--- src/rtl/cawc_pkg.sv ---
// cawc_pkg: shared types and constants of the window compositor
// item structs, queue entry, opcodes and register indexes; no dependencies
package cawc_pkg;

  localparam int COORD_W    = 12;
  localparam int CFG_IDX_W  = 3;
  localparam int CFG_DATA_W = 13;
  localparam int QDEPTH     = 4;
  localparam int QPTR_W     = 2;
  localparam int QCNT_W     = 3;

  localparam logic [12:0] WIN_LIMIT = 13'd4096;

  localparam logic [1:0] KIND_PIXEL = 2'd0;
  localparam logic [1:0] KIND_CLEAR = 2'd1;
  localparam logic [1:0] KIND_READ  = 2'd2;

  localparam logic [1:0] OP_COPY  = 2'd0;
  localparam logic [1:0] OP_BLEND = 2'd1;
  localparam logic [1:0] OP_READ  = 2'd2;
  localparam logic [1:0] OP_CLEAR = 2'd3;

  localparam logic [CFG_IDX_W-1:0] REG_CANVAS_W  = 3'd0;
  localparam logic [CFG_IDX_W-1:0] REG_CANVAS_H  = 3'd1;
  localparam logic [CFG_IDX_W-1:0] REG_WIN_X     = 3'd2;
  localparam logic [CFG_IDX_W-1:0] REG_WIN_Y     = 3'd3;
  localparam logic [CFG_IDX_W-1:0] REG_WIN_W     = 3'd4;
  localparam logic [CFG_IDX_W-1:0] REG_WIN_H     = 3'd5;
  localparam logic [CFG_IDX_W-1:0] REG_HAS_ALPHA = 3'd6;

  typedef struct packed {
    logic [1:0] kind;
    logic [7:0] src_c0;
    logic [7:0] src_c1;
    logic [7:0] src_c2;
    logic [7:0] src_alpha;
    logic [8:0] read_col;
    logic [8:0] read_row;
  } in_item_t;

  typedef struct packed {
    logic [7:0] out_c0;
    logic [7:0] out_c1;
    logic [7:0] out_c2;
    logic [7:0] out_alpha;
  } out_item_t;

  typedef struct packed {
    logic [7:0] alpha;
    logic [7:0] c2;
    logic [7:0] c1;
    logic [7:0] c0;
  } px_t;

  typedef struct packed {
    logic [1:0]         op;
    logic               hit;
    logic [COORD_W-1:0] col;
    logic [COORD_W-1:0] row;
    px_t                pix;
  } op_t;

endpackage

--- src/rtl/cawc_front.sv ---
// cawc_front: configuration registers, window raster, clipping and classification
// turns accepted items into queue entries; uses cawc_pkg
module cawc_front import cawc_pkg::*; #(
  parameter int MAX_WIDTH  = 512,
  parameter int MAX_HEIGHT = 512
) (
  input  logic                  clk,
  input  logic                  rst_n,
  input  logic                  in_valid,
  output logic                  in_ready,
  input  in_item_t              in_data,
  input  logic                  cfg_we,
  input  logic [CFG_IDX_W-1:0]  cfg_index,
  input  logic [CFG_DATA_W-1:0] cfg_wdata,
  input  logic                  init_busy,
  input  logic                  q_full,
  output logic                  q_push,
  output op_t                   q_data
);

  logic [9:0]         canvas_w_r, canvas_h_r;
  logic [12:0]        win_x_r, win_y_r, win_w_r, win_h_r;
  logic               has_alpha_r;
  logic [COORD_W-1:0] src_col_r, src_col_nxt, src_row_r, src_row_nxt;

  logic [9:0]  eff_cw, eff_ch;
  logic [12:0] eff_ww, eff_wh, col_inc, row_inc;
  logic [14:0] dx, dy;
  logic        px_hit, rd_hit, accept, restart;

  assign in_ready = !q_full && !init_busy;
  assign accept   = in_valid && in_ready;

  always_comb begin
    eff_cw = ({3'b000, canvas_w_r} > 13'(MAX_WIDTH)) ? 10'(MAX_WIDTH) : canvas_w_r;
    eff_ch = ({3'b000, canvas_h_r} > 13'(MAX_HEIGHT)) ? 10'(MAX_HEIGHT) : canvas_h_r;
    eff_ww = (win_w_r == 13'd0) ? 13'd1 : ((win_w_r > WIN_LIMIT) ? WIN_LIMIT : win_w_r);
    eff_wh = (win_h_r == 13'd0) ? 13'd1 : ((win_h_r > WIN_LIMIT) ? WIN_LIMIT : win_h_r);
    col_inc = {1'b0, src_col_r} + 13'd1;
    row_inc = {1'b0, src_row_r} + 13'd1;
    dx = {{2{win_x_r[12]}}, win_x_r} + {3'b000, src_col_r};
    dy = {{2{win_y_r[12]}}, win_y_r} + {3'b000, src_row_r};
    px_hit = !dx[14] && !dy[14] && (dx[13:0] < {4'b0000, eff_cw})
             && (dy[13:0] < {4'b0000, eff_ch});
    rd_hit = ({1'b0, in_data.read_col} < eff_cw) && ({1'b0, in_data.read_row} < eff_ch);
  end

  assign restart = cfg_we && (cfg_index == REG_WIN_X || cfg_index == REG_WIN_Y ||
                              cfg_index == REG_WIN_W || cfg_index == REG_WIN_H ||
                              cfg_index == REG_HAS_ALPHA);

  always_comb begin
    src_col_nxt = src_col_r;
    src_row_nxt = src_row_r;
    if (restart || (accept && in_data.kind == KIND_CLEAR)) begin
      src_col_nxt = '0;
      src_row_nxt = '0;
    end else if (accept && in_data.kind == KIND_PIXEL) begin
      if (col_inc >= eff_ww) begin
        src_col_nxt = '0;
        src_row_nxt = (row_inc >= eff_wh) ? '0 : row_inc[COORD_W-1:0];
      end else begin
        src_col_nxt = col_inc[COORD_W-1:0];
      end
    end
  end

  always_comb begin
    q_push        = 1'b0;
    q_data.op     = OP_CLEAR;
    q_data.hit    = 1'b0;
    q_data.col    = dx[COORD_W-1:0];
    q_data.row    = dy[COORD_W-1:0];
    q_data.pix.c0 = in_data.src_c0;
    q_data.pix.c1 = in_data.src_c1;
    q_data.pix.c2 = in_data.src_c2;
    q_data.pix.alpha = has_alpha_r ? in_data.src_alpha : 8'hFF;
    case (in_data.kind)
      KIND_PIXEL: begin
        q_push     = accept && px_hit;
        q_data.op  = has_alpha_r ? OP_BLEND : OP_COPY;
        q_data.hit = 1'b1;
      end
      KIND_CLEAR: begin
        q_push    = accept;
        q_data.op = OP_CLEAR;
      end
      KIND_READ: begin
        q_push     = accept;
        q_data.op  = OP_READ;
        q_data.hit = rd_hit;
        q_data.col = {3'b000, in_data.read_col};
        q_data.row = {3'b000, in_data.read_row};
      end
      default: q_push = 1'b0;
    endcase
  end

  always_ff @(posedge clk) begin
    if (!rst_n) begin
      canvas_w_r  <= 10'd512;
      canvas_h_r  <= 10'd512;
      win_x_r     <= '0;
      win_y_r     <= '0;
      win_w_r     <= 13'd1;
      win_h_r     <= 13'd1;
      has_alpha_r <= 1'b0;
      src_col_r   <= '0;
      src_row_r   <= '0;
    end else begin
      src_col_r <= src_col_nxt;
      src_row_r <= src_row_nxt;
      if (cfg_we) begin
        case (cfg_index)
          REG_CANVAS_W:  canvas_w_r  <= cfg_wdata[9:0];
          REG_CANVAS_H:  canvas_h_r  <= cfg_wdata[9:0];
          REG_WIN_X:     win_x_r     <= cfg_wdata;
          REG_WIN_Y:     win_y_r     <= cfg_wdata;
          REG_WIN_W:     win_w_r     <= cfg_wdata;
          REG_WIN_H:     win_h_r     <= cfg_wdata;
          REG_HAS_ALPHA: has_alpha_r <= cfg_wdata[0];
          default: ;
        endcase
      end
    end
  end

endmodule

--- config.mk ---
export PLATFORM = sky130hd
export DESIGN_NAME = cawc_front
export DESIGN_NICKNAME = d
export VERILOG_FILES = /design/src/rtl/cawc_pkg.sv /design/src/rtl/cawc_front.sv
export SDC_FILE = /design/constraint.sdc
export NUM_CORES = 1
export LEC_CHECK = 0
export BUFFER_PORTS_ARGS = -buffer_cell sky130_fd_sc_hd__buf_2
export CAP_MARGIN = 30
export CORE_ASPECT_RATIO = 0.7
export CORE_UTILIZATION = 35
export DETAILED_ROUTE_END_ITERATION = 8
export MAX_ROUTING_LAYER = met4
export PLACE_DENSITY = 0.53
export SYNTH_ARGS = -nofsm -noshare
export SYNTH_HDL_FRONTEND = slang
export SYNTH_SLANG_ARGS = --single-unit
--- constraint.sdc ---
create_clock -name clk -period 4.35 [get_ports clk]
set_clock_uncertainty 0.1 [all_clocks]
set_input_delay 0.2175 -clock clk [delete_from_list [all_inputs] [get_ports clk]]
set_output_delay 0.2175 -clock clk [all_outputs]
set_load 0.02 [all_outputs]
Word level (Yosys, flattened, before mapping)
Index checks and enable logic that the tools add are counted.
- divide/modulo/power cells: 0
- multiply operators: 0
- reduce and logical (&&, ||, !) cells: 33
- add/subtract/negate cells: 4
- equality and inequality tests: 8
- shift operators: 0
- order comparisons: 10
- bitwise gates (word level): 1
- mux-type cells: 14
- operators with widths (operator ; number):
    13-bit two-way mux ; 4
    13-bit by 13-bit adder with 14-bit output ; 2
    14-bit by 10-bit less-than comparator with 1-bit output ; 2
    12-bit by 1-bit adder with 13-bit output (second input constant) ; 2
    13-bit greater-or-equal comparator ; 2
    13-bit > comparator (second input constant) ; 2
    13-bit logical NOT ; 2
    12-bit two-way mux ; 2
    24-bit two-way mux ; 1
    10-bit > comparator (second input constant) ; 2
    9-bit by 10-bit less-than comparator with 1-bit output ; 2
    10-bit two-way mux ; 2
    2-bit AND reduction ; 8
    1-bit logical AND ; 10
    3-bit equality test (second input constant) ; 3
    8-bit two-way mux ; 1
    3-bit by 2-bit equality test with 1-bit output (second input constant) ; 2
    1-bit logical OR ; 5
    1-bit logical NOT ; 4
    1-bit case mux with 2 select lines ; 2
    2-bit case mux with 2 select lines ; 1
    2-bit OR reduction ; 2
    3-bit by 1-bit equality test with 1-bit output (second input constant) ; 1
    3-bit logical NOT ; 1
    other kinds (5) ; 5
- memories kept: 0
- output and inout bits: 61
- bits in latches: 0
- word-level logic and storage cells: 79
- memory bits (writable): 0
- memory bits (read-only): 0
- bits of input ports: 74
- register bits after elaboration: 97

Depth between registers and ports, before layout
Gate-level depths: netlist of run 1.
- depth after elaboration: 8
- depth in mapped cells: 16
- depth with buffers taken out: 16

Worst setup path after synthesis of run 1
Ideal clock, no wire load.
- kind: register -> output
- start point: register src_col_r[0]
- end point: output q_push
- data arrival time: 3.269 ns
- stages on the path, launching flop included: 16
- path buffers: 0
- data required time: 4.033 ns
- path slack: 0.764 ns
- path through: dfxtp_1 > ha_1 > fa_1 > a211oi_1 > o21ai_0 > a21o_1 > a21oi_1 > xnor2_1 > ha_1 > nand4_1 > o221ai_1 > nor4_1 > nand4_1 > a221oi_2 > nand3_1 > o21ai_1
- word-level cells in the longest chain between the ends: 7
- elaborated cells between the ends (all ways): 8
- those cells by class: add/sub: 1; order compare: 1; mux: 1; reduce/logical: 5
- RTL lines (item ; line ; RTL):
    start: declaration ; cawc_front.sv:24 ; logic [COORD_W-1:0] src_col_r, src_col_nxt, src_row_r, src_row_nxt;
    start signal: assignment ; cawc_front.sv:111 ; src_col_r <= src_col_nxt;
    13-bit by 13-bit adder with 14-bit output * ; cawc_front.sv:41 ; dx = {{2{win_x_r[12]}}, win_x_r} + {3'b000, src_col_r};
    parallel branches: the longest is 2 deep, another holds 14-bit by 10-bit less-than comparator with 1-bit output ; n/a ;
    1-bit logical AND * ; cawc_front.sv:43 ; px_hit = !dx[14] && !dy[14] && (dx[13:0] < {4'b0000, eff_cw})
    1-bit logical AND * ; cawc_front.sv:44 ; && (dy[13:0] < {4'b0000, eff_ch});
    1-bit logical AND * ; cawc_front.sv:80 ; q_push = accept && px_hit;
    1-bit case mux with 2 select lines * ; cawc_front.sv:78 ; case (in_data.kind)
    end: declaration ; cawc_front.sv:17 ; output logic q_push,
Mark *: on every way between the ends.

Final worst setup path of run 1
Ends and elaborated chain as after synthesis.

==> results of run 1 <==
## layout make-up
cell class / count / area share
Timing Repair Buffer: 93 / 0.0590
Tap cell: 270 / 0.0413
Multi-Input combinational cell: 762 / 0.616
Clock buffer: 10 / 0.0292
Clock inverter: 6 / 0.00825
Inverter: 19 / 0.00871
Sequential cell: 97 / 0.237
## stage by stage
stage / power, uW / hold slack [ns] / std cells
after floorplan: 1130 / 0.241 / 935
after global placement: 1210 / 0.335 / 1241
after detailed placement: 1210 / 0.335 / 1241
after CTS: 2050 / 0.0614 / 1257
after global routing: 2130 / 0.0723 / 1257
final: 2030 / 0.0674 / 1257
## power breakdown
part,leakage [uW],total [uW],internal (uW),switching [uW]
clock network,0.000145,843,463,380
logic,0.00248,275,101,173
registers,0.000784,915,902,13.1
total,0.00341,2030,1470,566
## Yosys cell counts, drive strengths merged (10+ instances only)
library cell | n | area (sq um)
a21boi | 69 | 518
a21o | 15 | 113
a21oi | 27 | 135
and3 | 14 | 87.6
buf | 27 | 195
clkbuf | 30 | 114
dfxtp | 97 | 1940
ha | 91 | 1140
inv | 17 | 63.8
mux2 | 18 | 203
nand2 | 222 | 833
nand2b | 15 | 93.8
nand3 | 40 | 200
nor2 | 42 | 158
nor2b | 15 | 93.8
nor3 | 14 | 70.1
o21ai | 29 | 145
xnor2 | 21 | 184
xor2 | 10 | 87.6
## timing repair
item | CTS | global route
endpoints found under the setup margin | 1 | 1
gates cloned | 0 | 0
gates resized for setup | 1 | 4
setup buffers | 0 | 0
## kinds of logic after synthesis
group           synth area share
simple gates               0.255
compound gates             0.199
flops                      0.264
fa+ha+maj                  0.160
buf+inv                   0.0518
xor+xnor                  0.0369
mux                       0.0330
## routing by layer
layer	GRT usage	part of all wire
met1	0.310	0.53
met2	0.316	0.42
met3	0.0397	0.041
met4	0.0348	0.0079
met5	-	0
## worst register-to-register path, stage by stage (launching register included)
cell     delay [ns]
dfxtp_1        0.45
ha_1           0.27
and3_1         0.21
nand3_1        0.18
xnor2_1        0.19
ha_1           0.31
and4_1         0.23
nand3_1        0.08
o21ai_0        0.44
o211a_1        0.41
buf_4          0.20
nand3_1        0.15
o22ai_1        0.20
## registers in the layout, summed over array words and instances (netlist names)
register,flops
src_col_r,12
win_w_r,13
src_row_r,12
has_alpha_r,1
win_h_r,13
canvas_h_r,10
canvas_w_r,10
win_x_r,13
win_y_r,13
## cell usage in the layout, fill, tap and decap left out, drive strengths merged, types with 3 or more instances in the layout
master   instances
nand2          222
dfxtp           97
buf             93
ha              91
a21boi          69
nor2            42
nand3           40
o21ai           29
a21oi           27
xnor2           21
mux2            18
inv             17
nor2b           15
a21o            15
nand2b          15
and3            14
nor3            14
xor2            10
clkbuf          10
nor4             8
o21a             8
or3              8
o22ai            8
nand4            7
a32o             6
a211oi           6
a31oi            5
or2              5
o2111ai          5
clkinv           5
mux2i            4
and2             4
o211ai           4
a211o            3
a2111oi          3
nor4b            3
or3b             3
and4             3
## how the worst min path moves through the flow
stage,start,end,slack (ns),depth (start not counted)
after floorplan,cfg_wdata[0],win_h_r[0]$_SDFFE_PN1P_,0.24,2
after global placement,in_data[36],q_data[10],0.34,0
after detailed placement,in_data[36],q_data[10],0.34,0
after CTS,cfg_wdata[12],win_w_r[12]$_SDFFE_PN0P_,0.06,3
after global routing,cfg_wdata[10],win_w_r[10]$_SDFFE_PN0P_,0.07,3
final,cfg_wdata[12],win_w_r[12]$_SDFFE_PN0P_,0.07,3
==> flow_summary.json, run 1 <==
{
  "antenna_found_initial": 0,
  "critPathLaunchType": "flip-flop",
  "slew_headroom": 0.369,
  "initial_core_util": 0.364,
  "crit_cells": 16,
  "arrival_ns": 3.80,
  "worst-slew-pin-transition_ns": 0.943,
  "die_h_um": 123,
  "end_kind": "primary output",
  "via_count": 6619,
  "p_leak_uw": 0.00341,
  "grt_max_degree": 75,
  "synthToLayoutAreaGrowth_pct": 11.4,
  "synthCells": 935,
  "drt_iter0_drc": 443,
  "place_ws_ns": 0.443,
  "seqCellArea_sq_um": 1940,
  "htree_levels": 3,
  "layout_setup_ws_ns": 0.230,
  "place_area_sq_um": 7860,
  "utilization": 0.406,
  "hpwl_um": 16800,
  "startpoint": "src_col_r[0]$_SDFFE_PP0P_",
  "cts_buffer_depth": 2,
  "required_ns": 4.03,
  "syn_area_per_cell_sq_um": 7.86,
  "wl_um": 21800,
  "avgRoutedWirePerCell_um": 17.4,
  "outcome": "complete, no violations",
  "synthArstFlopShare": 0,
  "syn-num-nets": 1102,
  "regToRegEndpoint": "src_row_r[9]$_SDFFE_PP0P_",
  "cts_tree": "built",
  "yosys_register_bits": 97,
  "ant_nets": 0,
  "numClockSinks": 97,
  "fillers": 2149,
  "reg2regPathDepth": 12,
  "synth_edf_count": 0,
  "rsz0062_at_grt": "false",
  "syn_area_sq_um": 7350,
  "slowest_stage": "fa_2",
  "r2r-start": "src_col_r[1]$_SDFFE_PP0P_",
  "critPathKind": "reg2out",
  "layout-drive-gt1-share": 0.146,
  "drt_pass1_iterations": 5,
  "grtUsageTotal": 0.216,
  "io_buffers": 86,
  "path_cells": "ha_1 -> fa_2 -> a211oi_2 -> o21ai_1 -> a21o_1 -> a21oi_2 -> xnor2_2 -> ha_1 -> nand4_1 -> o221ai_1 -> nor4_1 -> nand4_1 -> a221oi_2 -> nand3_1 -> o21ai_1 -> buf_2",
  "path_delay_family": "compound AO/OA/AOI/OAI gates",
  "antenna_cells": 0,
  "fin_nets": 1149,
  "drv_cap": 0,
  "final_area_sq_um": 8190,
  "io_pins": 135,
  "maxClockFrequency_mhz": 243,
  "multiInputGateArea_sq_um": 5050,
  "report.final.slew_viol_count": 0,
  "period_share": 0.947,
  "cts_buffers": 9,
  "cts_root_buf": "clkbuf_16",
  "crit_buf_inv": 1,
  "grt_pass1_vias": 6213,
  "gp_congestion": 0.879,
  "fp.dieW_um": 175,
  "setup-violations-final": 0,
  "drcViolationCount": 0,
  "power_density_nw_per_um2": 248,
  "synth-main-ff-cell": "dfxtp_1",
  "hp-class": "in2reg",
  "slowest_delay_ns": 0.38,
  "worstSkewPairLatency_ns": 0.36,
  "yosys_warnings": 0,
  "endpoint": "q_push",
  "grt_pass1_wl_um": 34700,
  "viasPerCell": 5.27,
  "min_period_ns": 4.12,
  "cts_hold_buf": 0,
  "crit_path_max_fanout": 7,
  "ys_types": 61,
  "setup_tns_ns": 0,
  "row_count": 43,
  "die-area_sq_um": 21600,
  "ys_seq_area_frac": 0.264,
  "grt-ovfl-total": 0,
  "path_clk_slew_ns": 0.07,
  "ir_worst_vdd_mv": 0.165,
  "r2r_slack_ns": 0.86,
  "core_area_sq_um": 20200,
  "hold_violations": 0
}
(Power assumes the default switching activity.)
==> run 2, diff against run 1 <==
Settings changed: BUFFER_PORTS_ARGS -buffer_cell sky130_fd_sc_hd__buf_2 to -buffer_cell sky130_fd_sc_hd__buf_4.
Clock period 4.35 ns to 4.4 ns, I/O delays scaled along.
==> flow_summary.json, run 2 (same netlist as run 1, synthesis figures left out) <==
{
  "critPathLaunchType": "flip-flop",
  "maxClockFrequency_mhz": 242,
  "critPathKind": "reg2out",
  "period_share": 0.940,
  "numClockSinks": 97,
  "path_clk_slew_ns": 0.07,
  "end_kind": "primary output",
  "grt_pass1_vias": 6246,
  "min_from": "cfg_wdata[11]",
  "viasPerCell": 5.26,
  "power_density_nw_per_um2": 242,
  "report.final.slew_viol_count": 0,
  "rsz0062_at_grt": "false",
  "via_count": 6615,
  "initial_core_util": 0.364,
  "layout.cells.most_common": "nand2_1",
  "p_total_uw": 2040,
  "required_ns": 4.08,
  "ir_worst_vdd_mv": 0.187,
  "slew_headroom": 0.394,
  "cts_buffers": 9,
  "setup_tns_ns": 0,
  "cts_hold_buf": 0,
  "fillers": 2103,
  "gp_congestion": 0.841,
  "slowest_delay_ns": 0.39,
  "p_leak_uw": 0.00347,
  "seqCellArea_sq_um": 1950,
  "antenna_found_initial": 0,
  "htree_levels": 3,
  "arrival_ns": 3.82,
  "path_cells": "ha_1 -> fa_2 -> a211oi_2 -> o21ai_1 -> a21o_1 -> a21oi_1 -> xnor2_1 -> ha_1 -> nand4_1 -> o221ai_1 -> nor4_2 -> nand4_1 -> a221oi_2 -> nand3_1 -> o21ai_1 -> buf_4",
  "fp.dieW_um": 175,
  "row_count": 43,
  "startpoint": "src_col_r[0]$_SDFFE_PP0P_",
  "fin_nets": 1149,
  "drcViolationCount": 0,
  "min_period_ns": 4.14,
  "hpwl_um": 16900,
  "synthToLayoutAreaGrowth_pct": 14.3,
  "worst-slew-pin-transition_ns": 0.906,
  "final_cell_mix": "nand2_1, dfxtp_1, buf_4, ha_1, a21boi_0",
  "layout-drive-gt1-share": 0.149,
  "drv_cap": 0,
  "hold_violations": 0,
  "core_area_sq_um": 20200,
  "die_h_um": 123,
  "grt_max_degree": 76,
  "cts_tree": "built",
  "cts_root_buf": "clkbuf_16",
  "hp-class": "in2reg",
  "setup-violations-final": 0,
  "grt-ovfl-total": 0,
  "avgRoutedWirePerCell_um": 17.5,
  "crit_path_max_fanout": 7,
  "drt_pass1_iterations": 5,
  "multiInputGateArea_sq_um": 5040,
  "r2r-start": "src_row_r[1]$_SDFFE_PP0P_",
  "drt_iter0_drc": 511,
  "outcome": "complete, no violations",
  "die-area_sq_um": 21600,
  "io_buffers": 86,
  "ant_nets": 0,
  "antenna_cells": 0,
  "grtUsageTotal": 0.216,
  "grt_pass1_wl_um": 34800,
  "worstSkewPairLatency_ns": 0.35,
  "io_pins": 135,
  "slowest_stage": "fa_2",
  "cts_buffer_depth": 2,
  "wl_um": 22100
}
run 2: cell types whose count changed in the layout (fill, tap and decap cells not counted), moves of 2 or more:
cell        change
buf_2          -86
buf_4          +86
clkinv_2        +2
clkinvlp_4      -2
dfxtp_1         -4
dfxtp_2         +4
run 2: stage by stage:
| step | hold WS, ns | util | instance area, sq um | setup slack (ns) | cells |
|---|---|---|---|---|---|
| finish | 0.0745 | 0.416 | 8400 | 0.264 | 1257 |
| global route | 0.0623 | 0.416 | 8400 | 0.0494 | 1257 |
| CTS | 0.0625 | 0.415 | 8380 | 0.00678 | 1256 |
| detailed placement | 0.340 | 0.400 | 8070 | 0.443 | 1240 |
| global placement | 0.340 | 0.400 | 8070 | 0.525 | 1240 |
| floorplan | 0.244 | - | 7350 | 0.811 | 935 |
run 2: cell type report:
| cell class | instances | share of cell area |
|---|---|---|
| clock buffer | 11 | 0.0301 |
| clock inverter | 5 | 0.00640 |
| inverter | 19 | 0.00849 |
| multi-input combinational | 762 | 0.600 |
| sequential | 97 | 0.232 |
| tap | 270 | 0.0402 |
| timing repair buffer | 93 | 0.0831 |
run 2: worst paths after layout:
kind	end	slack, ns	cells past startpoint
worst max register to register	src_row_r[1]$_SDFFE_PP0P_	0.98	11
worst min register to register	win_x_r[6]$_SDFFE_PN0P_	0.37	2
worst min-delay path	win_w_r[11]$_SDFFE_PN0P_	0.07	3
worst max-delay path	q_push	0.26	16
run 2: power breakdown:
part | internal [uW] | switching [uW]
Combinational | 120 | 174
Sequential | 892 | 12.7
Clock | 471 | 366
Total | 1480 | 553
run 2: critical path, delay by kind of cell (launching register included):
| family | cells | cell delay (ns) |
|---|---|---|
| buffers and inverters | 1 | 0.16 |
| AND/OR/NAND/NOR | 4 | 0.64 |
| AO/OA/AOI/OAI | 7 | 1.23 |
| XOR/XNOR | 1 | 0.17 |
| adder cells (fa/ha/maj) | 3 | 0.90 |
| flip-flops | 1 | 0.36 |
run 2: layer usage:
metal,track usage,vias to the layer above,share of wire
met5,-,-,0
met4,0.0293,0,0.0039
met3,0.0301,6,0.038
met2,0.323,111,0.42
met1,0.313,3121,0.54
li1,-,3377,-
run 2: repair_timing:
action                                  CTS  global route
endpoints found under the setup margin    0             1
resized for setup                         0             9
setup buffers                             0             1
