File: src/rtl/cawc_pkg.sv
// cawc_pkg: shared types and constants of the window compositor
// item structs, queue entry, opcodes and register indexes; no dependencies
package cawc_pkg;

  localparam int COORD_W    = 12;
  localparam int CFG_IDX_W  = 3;
  localparam int CFG_DATA_W = 13;
  localparam int QDEPTH     = 4;
  localparam int QPTR_W     = 2;
  localparam int QCNT_W     = 3;

  localparam logic [12:0] WIN_LIMIT = 13'd4096;

  localparam logic [1:0] KIND_PIXEL = 2'd0;
  localparam logic [1:0] KIND_CLEAR = 2'd1;
  localparam logic [1:0] KIND_READ  = 2'd2;

  localparam logic [1:0] OP_COPY  = 2'd0;
  localparam logic [1:0] OP_BLEND = 2'd1;
  localparam logic [1:0] OP_READ  = 2'd2;
  localparam logic [1:0] OP_CLEAR = 2'd3;

  localparam logic [CFG_IDX_W-1:0] REG_CANVAS_W  = 3'd0;
  localparam logic [CFG_IDX_W-1:0] REG_CANVAS_H  = 3'd1;
  localparam logic [CFG_IDX_W-1:0] REG_WIN_X     = 3'd2;
  localparam logic [CFG_IDX_W-1:0] REG_WIN_Y     = 3'd3;
  localparam logic [CFG_IDX_W-1:0] REG_WIN_W     = 3'd4;
  localparam logic [CFG_IDX_W-1:0] REG_WIN_H     = 3'd5;
  localparam logic [CFG_IDX_W-1:0] REG_HAS_ALPHA = 3'd6;

  typedef struct packed {
    logic [1:0] kind;
    logic [7:0] src_c0;
    logic [7:0] src_c1;
    logic [7:0] src_c2;
    logic [7:0] src_alpha;
    logic [8:0] read_col;
    logic [8:0] read_row;
  } in_item_t;

  typedef struct packed {
    logic [7:0] out_c0;
    logic [7:0] out_c1;
    logic [7:0] out_c2;
    logic [7:0] out_alpha;
  } out_item_t;

  typedef struct packed {
    logic [7:0] alpha;
    logic [7:0] c2;
    logic [7:0] c1;
    logic [7:0] c0;
  } px_t;

  typedef struct packed {
    logic [1:0]         op;
    logic               hit;
    logic [COORD_W-1:0] col;
    logic [COORD_W-1:0] row;
    px_t                pix;
  } op_t;

endpackage

File: src/rtl/cawc_fifo.sv
// cawc_fifo: short queue of operations between front and back
// uses cawc_pkg for the entry type and depth
module cawc_fifo import cawc_pkg::*; (
  input  logic clk,
  input  logic rst_n,
  input  logic push,
  input  op_t  push_data,
  output logic full,
  input  logic pop,
  output logic valid,
  output op_t  head
);

  op_t                slot_r [QDEPTH];
  logic [QPTR_W-1:0]  wr_ptr_r, rd_ptr_r;
  logic [QCNT_W-1:0]  cnt_r, cnt_nxt;

  assign full  = (cnt_r == QCNT_W'(QDEPTH));
  assign valid = (cnt_r != '0);
  assign head  = slot_r[rd_ptr_r];

  always_comb begin
    case ({push, pop})
      2'b10:   cnt_nxt = cnt_r + 1'b1;
      2'b01:   cnt_nxt = cnt_r - 1'b1;
      default: cnt_nxt = cnt_r;
    endcase
  end

  always_ff @(posedge clk) begin
    if (push) begin
      slot_r[wr_ptr_r] <= push_data;
    end
  end

  always_ff @(posedge clk) begin
    if (!rst_n) begin
      wr_ptr_r <= '0;
      rd_ptr_r <= '0;
      cnt_r    <= '0;
    end else begin
      cnt_r <= cnt_nxt;
      if (push) begin
        wr_ptr_r <= wr_ptr_r + 1'b1;
      end
      if (pop) begin
        rd_ptr_r <= rd_ptr_r + 1'b1;
      end
    end
  end

endmodule

File: config.mk
export PLATFORM = sky130hd
export DESIGN_NAME = cawc_fifo
export DESIGN_NICKNAME = d
export VERILOG_FILES = /design/src/rtl/cawc_pkg.sv /design/src/rtl/cawc_fifo.sv
export SDC_FILE = /design/constraint.sdc
export NUM_CORES = 1
export LEC_CHECK = 0
export BUFFER_PORTS_ARGS = -buffer_cell sky130_fd_sc_hd__buf_2
export CORE_MARGIN = 3
export CORE_UTILIZATION = 59
export CTS_BUF_LIST = sky130_fd_sc_hd__clkbuf_8
export CTS_CLUSTER_DIAMETER = 40
export CTS_CLUSTER_SIZE = 12
export DETAILED_ROUTE_END_ITERATION = 8
export GPL_TIMING_DRIVEN = 0
export PLACE_DENSITY = 0.82
export RECOVER_POWER = 25
export SYNTH_ARGS = -nofsm -noshare
export SYNTH_HDL_FRONTEND = slang
export SYNTH_SLANG_ARGS = --single-unit
File: constraint.sdc
create_clock -name clk -period 3.3 [get_ports clk]
set_input_delay 0.33 -clock clk [delete_from_list [all_inputs] [get_ports clk]]
set_output_delay 0.33 -clock clk [all_outputs]
set_load 0.05 [all_outputs]
---- After elaboration in Yosys (flattened, before gate mapping) ----
Memory sizes are Yosys's and may differ from the RTL's. A register that Yosys moved wholly into a read port is not among the register bits.
Cells that the tools add are included.
operators by class
  add/sub/neg operators ................... 4
  mux-type cells .......................... 5
  equal/unequal tests ..................... 3
  reductions and logical operators ........ 2
operators with widths
  cell                                                                 count
  3-bit one-hot mux with 2 select lines                                1
  2-bit by 1-bit adder with 2-bit output (second input constant)       2
  2-bit 2-to-1 mux                                                     2
  3-bit by 1-bit adder with 3-bit output (second input constant)       1
  3-bit == test (second input constant)                                1
  3-bit nonzero test                                                   1
  3-bit by 1-bit subtractor with 3-bit output (second input constant)  1
  2-bit by 1-bit == test with 1-bit output (second input constant)     1
  2-bit == test (second input constant)                                1
  1-bit 2-to-1 mux                                                     2
  2-bit nonzero test                                                   1
word-level totals
  output and inout port bits .............. 61
  word-level logic and storage cells ...... 18
  memories kept ........................... 1
  memory bits (writable) .................. 236
  flip-flop bits (word level) ............. 7
memory list
  memory  words  bits a word  rd ports  clocked after memory_dff  wr ports  line             text
  slot_r  4      59           1         1                         1         cawc_fifo.sv:14  op_t slot_r [QDEPTH];

---- Logic depth before layout (Yosys ltp) ----
Gate-level depths: netlist of run 1.
  depth after elaboration ................. 3
  depth in mapped cells ................... 7
  depth with buffers taken out ............ 7

---- Worst setup path after synthesis of run 1 ----
Ideal clock, no wire load.
  path kind ............................... reg2reg
  start point ............................. reg wr_ptr_r[0]
  end point ............................... mem slot_r[2][0] in the netlist's numbering (enable)
  path slack .............................. 0.943 ns
  clock period less this slack ............ 2.357 ns
  buffers on the path ..................... 0
  data arrival time ....................... 1.934 ns
  stages on the path, launching flop included .. 4
  setup time .............................. 0.423 ns
  required time ........................... 2.877 ns
  path through ............................ dfxtp_1 > inv_1 > ha_1 > and2_1
RTL lines
  what                    line             text
  start, declared         cawc_fifo.sv:15  logic [QPTR_W-1:0] wr_ptr_r, rd_ptr_r;
  start signal, assigned  cawc_fifo.sv:44  wr_ptr_r <= wr_ptr_r + 1'b1;
  end, declared           cawc_fifo.sv:14
No word-level cell before the write port.

==> out/qor.json, run 1 <==
{
  "run_status": "completed",
  "avgViaCountPerCell": 5.51,
  "floorplan.initialDensity": 0.611,
  "rd_place_congestion": 0.727,
  "worst_path_required_time_ns": 2.97,
  "fillers": 849,
  "synthesis.area_um2": 8980,
  "fmax_ghz": 0.392,
  "synthDominantAreaCellType": "edfxtp_1",
  "worstPathMaxFanout": 10,
  "place_hpwl_mm": 9.15,
  "total_nets_after_synthesis": 424,
  "synth_top_flop_cell": "edfxtp_1",
  "setup_violations": 0,
  "r2r_start": "wr_ptr_r[0]",
  "floorplan.core_area_um2": 14700,
  "post_cts_resized": 0,
  "hold_viol_final": 0,
  "power.ir.vdd_worst_v": 0.000408,
  "yosys.area.top_type_share": 0.789,
  "path_class": "reg -> out",
  "groute.usage.overall": 0.193,
  "unrepaired_setup_endpoints_after_global_routing": "no",
  "dieArea_um2": 16700,
  "drv_slew": 0,
  "synthesis.instances": 355,
  "cells_taking_the_most_area_after_synthesis": "edfxtp_1 (79%), mux4_2 (15%), dfxtp_1 (2.0%), and2_1 (0.70%), ha_1 (0.70%)",
  "h-tree-depth": 1,
  "synth_seq_cells": 245,
  "antenna_found_initial": 0,
  "total_wirelength_of_the_detailed_routed_design_mm": 15.7,
  "first_global_vias": 4536,
  "globalRoute.totalOverflow": 0,
  "grt_max_degree": 60,
  "wl_per_cell_um": 20.5,
  "timing.hold.worst_path_depth": 2,
  "floorplan.die.width_um": 129,
  "min_delay_worst_endpoint": "wr_ptr_r[0]",
  "power.static_leakage_nw": 3.70,
  "crit_path_end_kind": "primary output",
  "die_h_um": 129,
  "yosysWarnings": 0,
  "tritoncts.num_buffers": 28,
  "register_clock_pin_slew_on_the_reported_worst_setup_and_hold_paths_ns": 0.08,
  "hold_class": "in -> reg",
  "post_synth.cell_area_avg_um2": 25.3,
  "min_from": "rst_n",
  "clk-insertion-delay-late_ns": 0.52,
  "via_count": 4216,
  "layout.cells.most_common": "edfxtp_1",
  "remaining_drc_errors": 0,
  "maxSlewHeadroom": 0.406,
  "mostFrequentLayoutCells": "edfxtp_1 (236), buf_2 (90), mux4_2 (59)",
  "grt_first_pass_wirelength_mm": 24.5,
  "portBuffers": 123,
  "rrSetupSlack_ns": 1.54,
  "first_iter_violations": 276,
  "final_layout_size_suffix_gt1_frac": 0.339,
  "worst_ep_arrival_time_ns": 2.22,
  "multi_input_gate_area_um2": 1590,
  "seq_area_um2": 7270,
  "cts-root-to-sink-buffers": 3,
  "synth_seq_area_share": 0.809,
  "postCtsSetupRepairBufs": 0,
  "worst_r2r_path_depth": 3,
  "fin_worst_skew_ns": 0.0173,
  "ant_nets": 0,
  "number_of_diodes": 0,
  "number_of_enable_flip_flop_cells_after_synthesis": 236,
  "cts_tree": "built",
  "clockRootBuffer": "clkbuf_8",
  "worst_slew_pin_slew_ns": 0.892,
  "floorplan.io_pins": 124,
  "area_growth_syn_to_layout_pct": 21.6,
  "core.rowCount": 44,
  "regToRegEndpoint": "slot_r[2][1]",
  "length_of_the_first_detailed_routing_pass_in_iterations": 4,
  "worst_setup_path_start_kind": "register",
  "count_of_clock_tree_sinks": 245,
  "power-per-cell-area_nw_per_um2": 616,
  "synth.distinct_cells": 21,
  "max_cap_violations": 0,
  "tns_ns": 0,
  "finalCriticalPeriod_ns": 2.55,
  "final_net_count": 633,
  "design_power_total_mw": 6.73,
  "postSynth.asyncResetShare": 0,
  "fin_crit_sh": 0.774
}
cell type report:
class,count,area share
plain buffers,14,0.0102
clock inverters,18,0.0152
well taps,184,0.0211
multi-input cells,90,0.145
repair buffers,179,0.104
flip-flops and latches,245,0.666
inverters,6,0.00206
clock buffers,29,0.0366
state kept, by name, indices dropped and copies added, names as in the netlist, named ones only:
signal    flops
rd_ptr_r      2
cnt_r         3
wr_ptr_r      2
slot_r      236
worst max-delay path, cell delays in order, from the launching register on:
cell	delay (ns)
dfxtp_1	0.31
buf_2	0.17
clkbuf_1	0.57
mux4_2	0.42
buf_2	0.24
cells by family after synthesis:
logic type,count (synthesis),share of synthesized area
flip-flops,245,0.809
buffers and inverters,20,0.0149
adder cells (fa/ha/maj),6,0.00920
AND/OR/NAND/NOR,16,0.0106
AO/OA/AOI/OAI,3,0.00195
multiplexers,60,0.149
XOR/XNOR,5,0.00488
report_power, final:
| part | switching, mW | internal (mW) |
|---|---|---|
| logic | 0.711 | 0.349 |
| registers | 0.0387 | 3.57 |
| clock network | 1.00 | 1.06 |
metrics by stage:
stage / util / worst slack [ns] / std cells / instance area (µm²) / hold slack, ns
finish: 0.743 / 0.747 / 765 / 10900 / 0.108
floorplan: - / 0.943 / 355 / 8980 / 0.429
global placement: 0.668 / -0.0463 / 662 / 9820 / 0.478
CTS: 0.746 / 0.672 / 765 / 11000 / 0.00461
global route: 0.743 / 0.610 / 765 / 10900 / 0.0799
detailed placement: 0.669 / 1.26 / 662 / 9830 / 0.542
layer usage:
layer,vias to the layer above,global-route usage,routed length [µm]
li1,1912,-,-
met5,-,0,0
met3,29,0.0363,796
met1,2134,0.252,6220
met2,141,0.336,8330
met4,0,0.0544,327
cell usage after synthesis, types with 2 or more instances:
master,count
edfxtp_1,236
mux4_2,59
buf_2,3
inv_1,6
ha_1,5
xnor2_1,2
xor2_1,3
or3_1,2
buf_12,2
and2_1,10
o21ai_0,2
dfxtp_1,9
buf_4,4
clkbuf_1,4
nand2_1,2
worst max path at each step:
| stage | end | cells after the start |
|---|---|---|
| floorplan | slot_r[2][0] | 3 |
| global placement | slot_r[2][56] | 3 |
| detailed placement | head[15] | 4 |
| CTS | head[15] | 4 |
| global route | head[39] | 5 |
| finish | head[22] | 4 |
repair_timing:
| item | CTS | global route |
|---|---|---|
| endpoints found under the hold margin | 220 | 0 |
| endpoints found under the setup margin | 0 | 0 |
| hold buffers | 56 | 0 |
No activity file was read; power rests on OpenSTA's default activity.
==> inputs of run 2 (changes only) <==
==> constraint.sdc (replaced) <==
create_clock -name clk -period 2.59 [get_ports clk]
set_input_delay 0.259 -clock clk [delete_from_list [all_inputs] [get_ports clk]]
set_output_delay 0.259 -clock clk [all_outputs]
set_load 0.05 [all_outputs]
==> run 2 against run 1 <==
  * Sequential cell count did not move
  * Total power grew 28%
  * Non-clock buffer count increased by 4
  * Via count increased by 0.78%
  * Setup slack worse by 0.59 ns
  * Register-to-register slack got worse by 0.71 ns
  * Worst hold slack better by 0.030 ns
  * Core utilization grew 0.27 points
  * Critical path type unchanged
  * Critical endpoint is now head[27]
  * Largest power group unchanged
  * Highest routed layer unchanged
==> out/qor.json, run 2 (synthesis results as in run 1) <==
{
  "run_status": "completed",
  "floorplan.core_area_um2": 14700,
  "crit_path_max_incr_delay_ns": 0.51,
  "number_of_diodes": 0,
  "cts_tree": "built",
  "slowest_stage": "clkbuf_1",
  "power.ir.vdd_worst_v": 0.000514,
  "seq_area_um2": 7270,
  "worst_slew_pin_slew_ns": 0.893,
  "largest_reg_flops": 236,
  "power.static_leakage_nw": 3.71,
  "clockRootBuffer": "clkbuf_8",
  "die_h_um": 129,
  "rd_place_congestion": 0.727,
  "antenna_found_initial": 0,
  "finalCriticalPeriod_ns": 2.44,
  "layout.cells.most_common": "edfxtp_1",
  "max_cap_violations": 0,
  "power-per-cell-area_nw_per_um2": 783,
  "globalRoute.totalOverflow": 0,
  "maxSlewHeadroom": 0.405,
  "avgViaCountPerCell": 5.53,
  "final_net_count": 637,
  "worst_setup_path_start_kind": "register",
  "first_global_vias": 4560,
  "floorplan.io_pins": 124,
  "post-route-worst-setup-slack_ns": 0.154,
  "ant_nets": 0,
  "postCtsSetupRepairBufs": 0,
  "total_wirelength_of_the_detailed_routed_design_mm": 15.8,
  "dominant_delay_contributor_by_cell_family_on_the_critical_path": "buffers and inverters",
  "critPathBufInv": 3,
  "dieArea_um2": 16700,
  "clk-insertion-delay-late_ns": 0.54,
  "place_worst_setup_slack_ns": 0.617,
  "grt_first_pass_wirelength_mm": 24.6,
  "worstPathMaxFanout": 10,
  "regMostFlops": "slot_r",
  "timing.critical_path.mode_cell": "buf_2",
  "mostFrequentLayoutCells": "edfxtp_1 (236), buf_2 (86), dlygate4sd3_1 (60)",
  "floorplan.die.width_um": 129,
  "multi_input_gate_area_um2": 1590,
  "path_class": "reg -> out",
  "tritoncts.num_buffers": 28,
  "post_route_worst_hold_slack_ns": 0.138,
  "worst_path_required_time_ns": 2.33,
  "crit_path_end_kind": "primary output",
  "unrepaired_setup_endpoints_after_global_routing": "no",
  "design_power_total_mw": 8.58,
  "portBuffers": 123,
  "area_growth_syn_to_layout_pct": 22.0,
  "setup_violations": 0,
  "grt_max_degree": 60,
  "final_layout_size_suffix_gt1_frac": 0.333,
  "floorplan.initialDensity": 0.611,
  "worstPathCellList": "buf_2 > clkbuf_1 > mux4_2 > buf_2",
  "fin_worst_skew_ns": 0.0176,
  "hold_viol_final": 0,
  "worst_ep_arrival_time_ns": 2.18,
  "register_clock_pin_slew_on_the_reported_worst_setup_and_hold_paths_ns": 0.08,
  "count_of_clock_tree_sinks": 245,
  "place_hpwl_mm": 9.15,
  "wl_per_cell_um": 20.5,
  "core.rowCount": 44,
  "drv_slew": 0,
  "fmax_ghz": 0.410,
  "length_of_the_first_detailed_routing_pass_in_iterations": 6,
  "largestRegisters": "slot_r (236), cnt_r (3)",
  "fillers": 847,
  "h-tree-depth": 1,
  "hold_class": "in -> reg",
  "cts-root-to-sink-buffers": 3,
  "remaining_drc_errors": 0,
  "fin_crit_sh": 0.941,
  "first_iter_violations": 318,
  "groute.usage.overall": 0.194,
  "via_count": 4249
}
-- run 2: path summary, 6_finish.rpt --
| check | cells after the start | startpoint | slack (ns) | endpoint |
|---|---|---|---|---|
| max | 4 | register | 0.15 | head[27] |
| min | 3 | push | 0.14 | wr_ptr_r[1] |
| max reg2reg | 3 | wr_ptr_r[0] | 0.83 | slot_r[2][1] |
| min reg2reg | 2 | cnt_r[2] | 0.55 | cnt_r[2] |
-- run 2: final cells by class --
class	count	area share
well taps	184	0.0210
flip-flops and latches	245	0.663
repair buffers	183	0.107
plain buffers	14	0.0105
clock buffers	29	0.0364
clock inverters	18	0.0152
inverters	6	0.00206
multi-input cells	90	0.145
-- run 2: power by group --
part	switching [mW]	internal [mW]	total, mW	leakage (nW)
clock	1.27	1.35	2.62	0.315
sequential	0.0495	4.55	4.60	2.24
combinational	0.910	0.449	1.36	1.15
-- run 2: metrics by stage --
stage          instances  utilization  cell area, µm²  setup TNS, ns
2_1_floorplan        355            -            8980              0
5_1_grt              769        0.745           11000              0
6_report             769        0.745           11000              0
3_3_place_gp         662        0.668            9820        -175.76
3_5_place_dp         662        0.669            9830              0
4_1_cts              769        0.748           11000              0
-- run 2: routing by layer --
metal	wire length, µm	part of all wire	vias to the layer above	track usage
met5	0	0	-	0
met4	298	0.019	0	0.0544
met3	808	0.051	26	0.0363
met2	8480	0.54	139	0.340
met1	6220	0.39	2163	0.252
li1	-	-	1921	-
-- run 2: repair_timing --
| action | 4_1_cts | 5_1_grt |
|---|---|---|
| endpoints found under the hold margin | 237 | 0 |
| hold buffers | 60 | 0 |
| endpoints found under the setup margin | 0 | 13 |
| gates resized for setup | 0 | 3 |
-- run 2: tightest hold or removal path, delay by kind of cell --
family	cells	cell delay (ns)
buf+inv	1	0.17
mux	1	0.10
simple gates	1	0.10
==> inputs of run 3 (changes only) <==
--- a/config.mk
+++ b/config.mk
@@ -7,13 +7,12 @@
 export LEC_CHECK = 0
 export BUFFER_PORTS_ARGS = -buffer_cell sky130_fd_sc_hd__buf_2
 export CORE_MARGIN = 3
-export CORE_UTILIZATION = 59
+export CORE_UTILIZATION = 40
 export CTS_BUF_LIST = sky130_fd_sc_hd__clkbuf_8
 export CTS_CLUSTER_DIAMETER = 40
 export CTS_CLUSTER_SIZE = 12
 export DETAILED_ROUTE_END_ITERATION = 8
 export GPL_TIMING_DRIVEN = 0
-export PLACE_DENSITY = 0.82
 export RECOVER_POWER = 25
 export SYNTH_ARGS = -nofsm -noshare
 export SYNTH_HDL_FRONTEND = slang
==> run 3 against run 2 <==
  * Clock power is 29% higher
  * Setup slack worse by 0.015 ns
  * First-iteration DRC count shrank 29%
  * Clock skew is 0.0046 ns lower
  * Sequential power barely moved
  * Sequential share of layout area fell by 2.5 points
  * Sequential cell count unchanged
  * Final area is 3.9% higher
  * Wire length increased by 5.5%
  * Die area is 45% higher
  * Global-route usage is 5.2 points lower
  * Largest power group unchanged
==> out/qor.json, run 3 (synthesis results as in run 1) <==
{
  "power.static_leakage_nw": 3.85,
  "cts_tree": "built",
  "floorplan.die.width_um": 156,
  "total_wirelength_of_the_detailed_routed_design_mm": 16.7,
  "min_from": "rst_n",
  "clockRootBuffer": "clkbuf_8",
  "floorplan.io_pins": 124,
  "hold_viol_final": 0,
  "dieArea_um2": 24300,
  "rd_place_congestion": 0.702,
  "finalCriticalPeriod_ns": 2.45,
  "unrepaired_setup_endpoints_after_global_routing": "no",
  "power.ir.vdd_worst_v": 0.000449,
  "worstPathMaxFanout": 10,
  "crit_path_max_incr_delay_ns": 0.57,
  "remaining_drc_errors": 0,
  "final_instance_area_um2": 11400,
  "run_status": "completed",
  "die_h_um": 156,
  "dominant_delay_contributor_by_cell_family_on_the_critical_path": "buffers and inverters",
  "place_worst_setup_slack_ns": 0.615,
  "final_layout_size_suffix_gt1_frac": 0.369,
  "via_count": 4334,
  "number_of_diodes": 0,
  "worstPathCellList": "buf_2 > clkbuf_1 > mux4_2 > buf_2",
  "max_cap_violations": 0,
  "floorplan.initialDensity": 0.409,
  "maxSlewHeadroom": 0.519,
  "r2r_start": "wr_ptr_r[0]",
  "count_of_clock_tree_sinks": 245,
  "final_net_count": 647,
  "groute.usage.overall": 0.141,
  "antenna_found_initial": 0,
  "critPathBufInv": 3,
  "globalRouteMet1Util": 0.180,
  "switching_power_mw": 2.46,
  "mostFrequentLayoutCells": "edfxtp_1 (236), buf_2 (89), mux4_2 (59), dlygate4sd3_1 (59), clkbuf_1 (39)",
  "timing.critical_path.mode_cell": "buf_2",
  "grt_max_degree": 36,
  "fin_worst_skew_ns": 0.0130,
  "path_class": "reg -> out",
  "fmax_ghz": 0.408,
  "post_route_worst_hold_slack_ns": 0.0592,
  "drv_slew": 0,
  "clk-insertion-delay-late_ns": 0.51,
  "grt_first_pass_wirelength_mm": 26.2,
  "first_global_vias": 4739,
  "setup_violations": 0,
  "portBuffers": 123,
  "power.share.clock": 0.362,
  "seq_area_um2": 7270,
  "cts-root-to-sink-buffers": 3,
  "worst_path_required_time_ns": 2.33,
  "largestRegisters": "slot_r (236), cnt_r (3)",
  "fillers": 1776,
  "length_of_the_first_detailed_routing_pass_in_iterations": 4,
  "regMostFlops": "slot_r",
  "avgViaCountPerCell": 4.90,
  "area_growth_syn_to_layout_pct": 26.8,
  "combPwrFrac": 0.148,
  "globalRoute.totalOverflow": 0,
  "postCtsSetupRepairBufs": 0,
  "crit_path_end_kind": "primary output",
  "design_power_total_mw": 9.36,
  "place_hpwl_mm": 9.97,
  "p_int_mw": 6.90,
  "globalRoute.busiestLayer": "met2",
  "finish.cell_count_without_fillers": 884,
  "post-route-worst-setup-slack_ns": 0.139,
  "largest_reg_flops": 236,
  "slowest_stage": "clkbuf_1",
  "register_clock_pin_slew_on_the_reported_worst_setup_and_hold_paths_ns": 0.07,
  "multi_input_gate_area_um2": 1590,
  "layout.cells.most_common": "edfxtp_1",
  "wl_per_cell_um": 18.9,
  "tritoncts.num_buffers": 35,
  "hold_class": "in -> reg",
  "rrSetupSlack_ns": 0.88,
  "power-per-cell-area_nw_per_um2": 822,
  "fin_crit_sh": 0.946,
  "core.rowCount": 54,
  "grtUsageMet2": 0.242,
  "p_sw_frac": 0.263,
  "dpl-instance-area_um2": 10000,
  "worst_ep_arrival_time_ns": 2.19,
  "h-tree-depth": 2,
  "use_met3": 0.0350,
  "ant_nets": 0,
  "worst_setup_path_start_kind": "register",
  "share_seq_of_total_power": 0.490,
  "worst_slew_pin_slew_ns": 0.722,
  "first_iter_violations": 225,
  "dp.cells": 762,
  "floorplan.core_area_um2": 22000
}
## run 3: changes by cell type in the layout (fill, tap and decap cells not counted), sizes merged
cell	previous run	this run
bufinv	3	5
clkinv	6	11
dlygate4sd3	60	59
clkbuf	73	78
buf	93	100
clkinvlp	0	1
## run 3: power by group through the flow
stage | combinational (mW) | sequential (mW) | clock, mW
2_1_floorplan | 0.984 | 4.67 | 0
3_3_place_gp | 1.31 | 4.68 | 0
3_5_place_dp | 1.35 | 4.67 | 0
4_1_cts | 1.42 | 4.59 | 3.51
5_1_grt | 1.47 | 4.60 | 3.69
6_report | 1.39 | 4.59 | 3.38
## run 3: timing repair
action,CTS,global route
endpoints found under the hold margin,236,0
gates resized for setup,0,3
hold buffers,59,0
endpoints found under the setup margin,0,12
## run 3: worst paths after layout
| kind | endpoint | cells past startpoint |
|---|---|---|
| setup / recovery | head[10] | 4 |
| hold / removal | rd_ptr_r[0] | 2 |
| setup reg to reg | slot_r[2][27] | 4 |
| hold reg to reg | cnt_r[2] | 2 |
## run 3: final cells by class
type | instances | share of cell area
inverters | 6 | 0.00198
multi-input cells | 90 | 0.139
plain buffers | 14 | 0.0101
clock buffers | 37 | 0.0447
repair buffers | 186 | 0.110
well taps | 280 | 0.0308
clock inverters | 26 | 0.0251
flip-flops and latches | 245 | 0.638
## run 3: routing by layer
metal	wire length, µm	share of wire
met1	7090	0.43
met4	252	0.015
met3	846	0.051
met5	0	0
met2	8480	0.51
## run 3: through the flow
| step | TNS, ns | util |
|---|---|---|
| final | 0 | 0.519 |
| after detailed placement | 0 | 0.457 |
| after global routing | 0 | 0.519 |
| after CTS | 0 | 0.520 |
| after global placement | -227.29 | 0.453 |
| after floorplan | 0 | - |
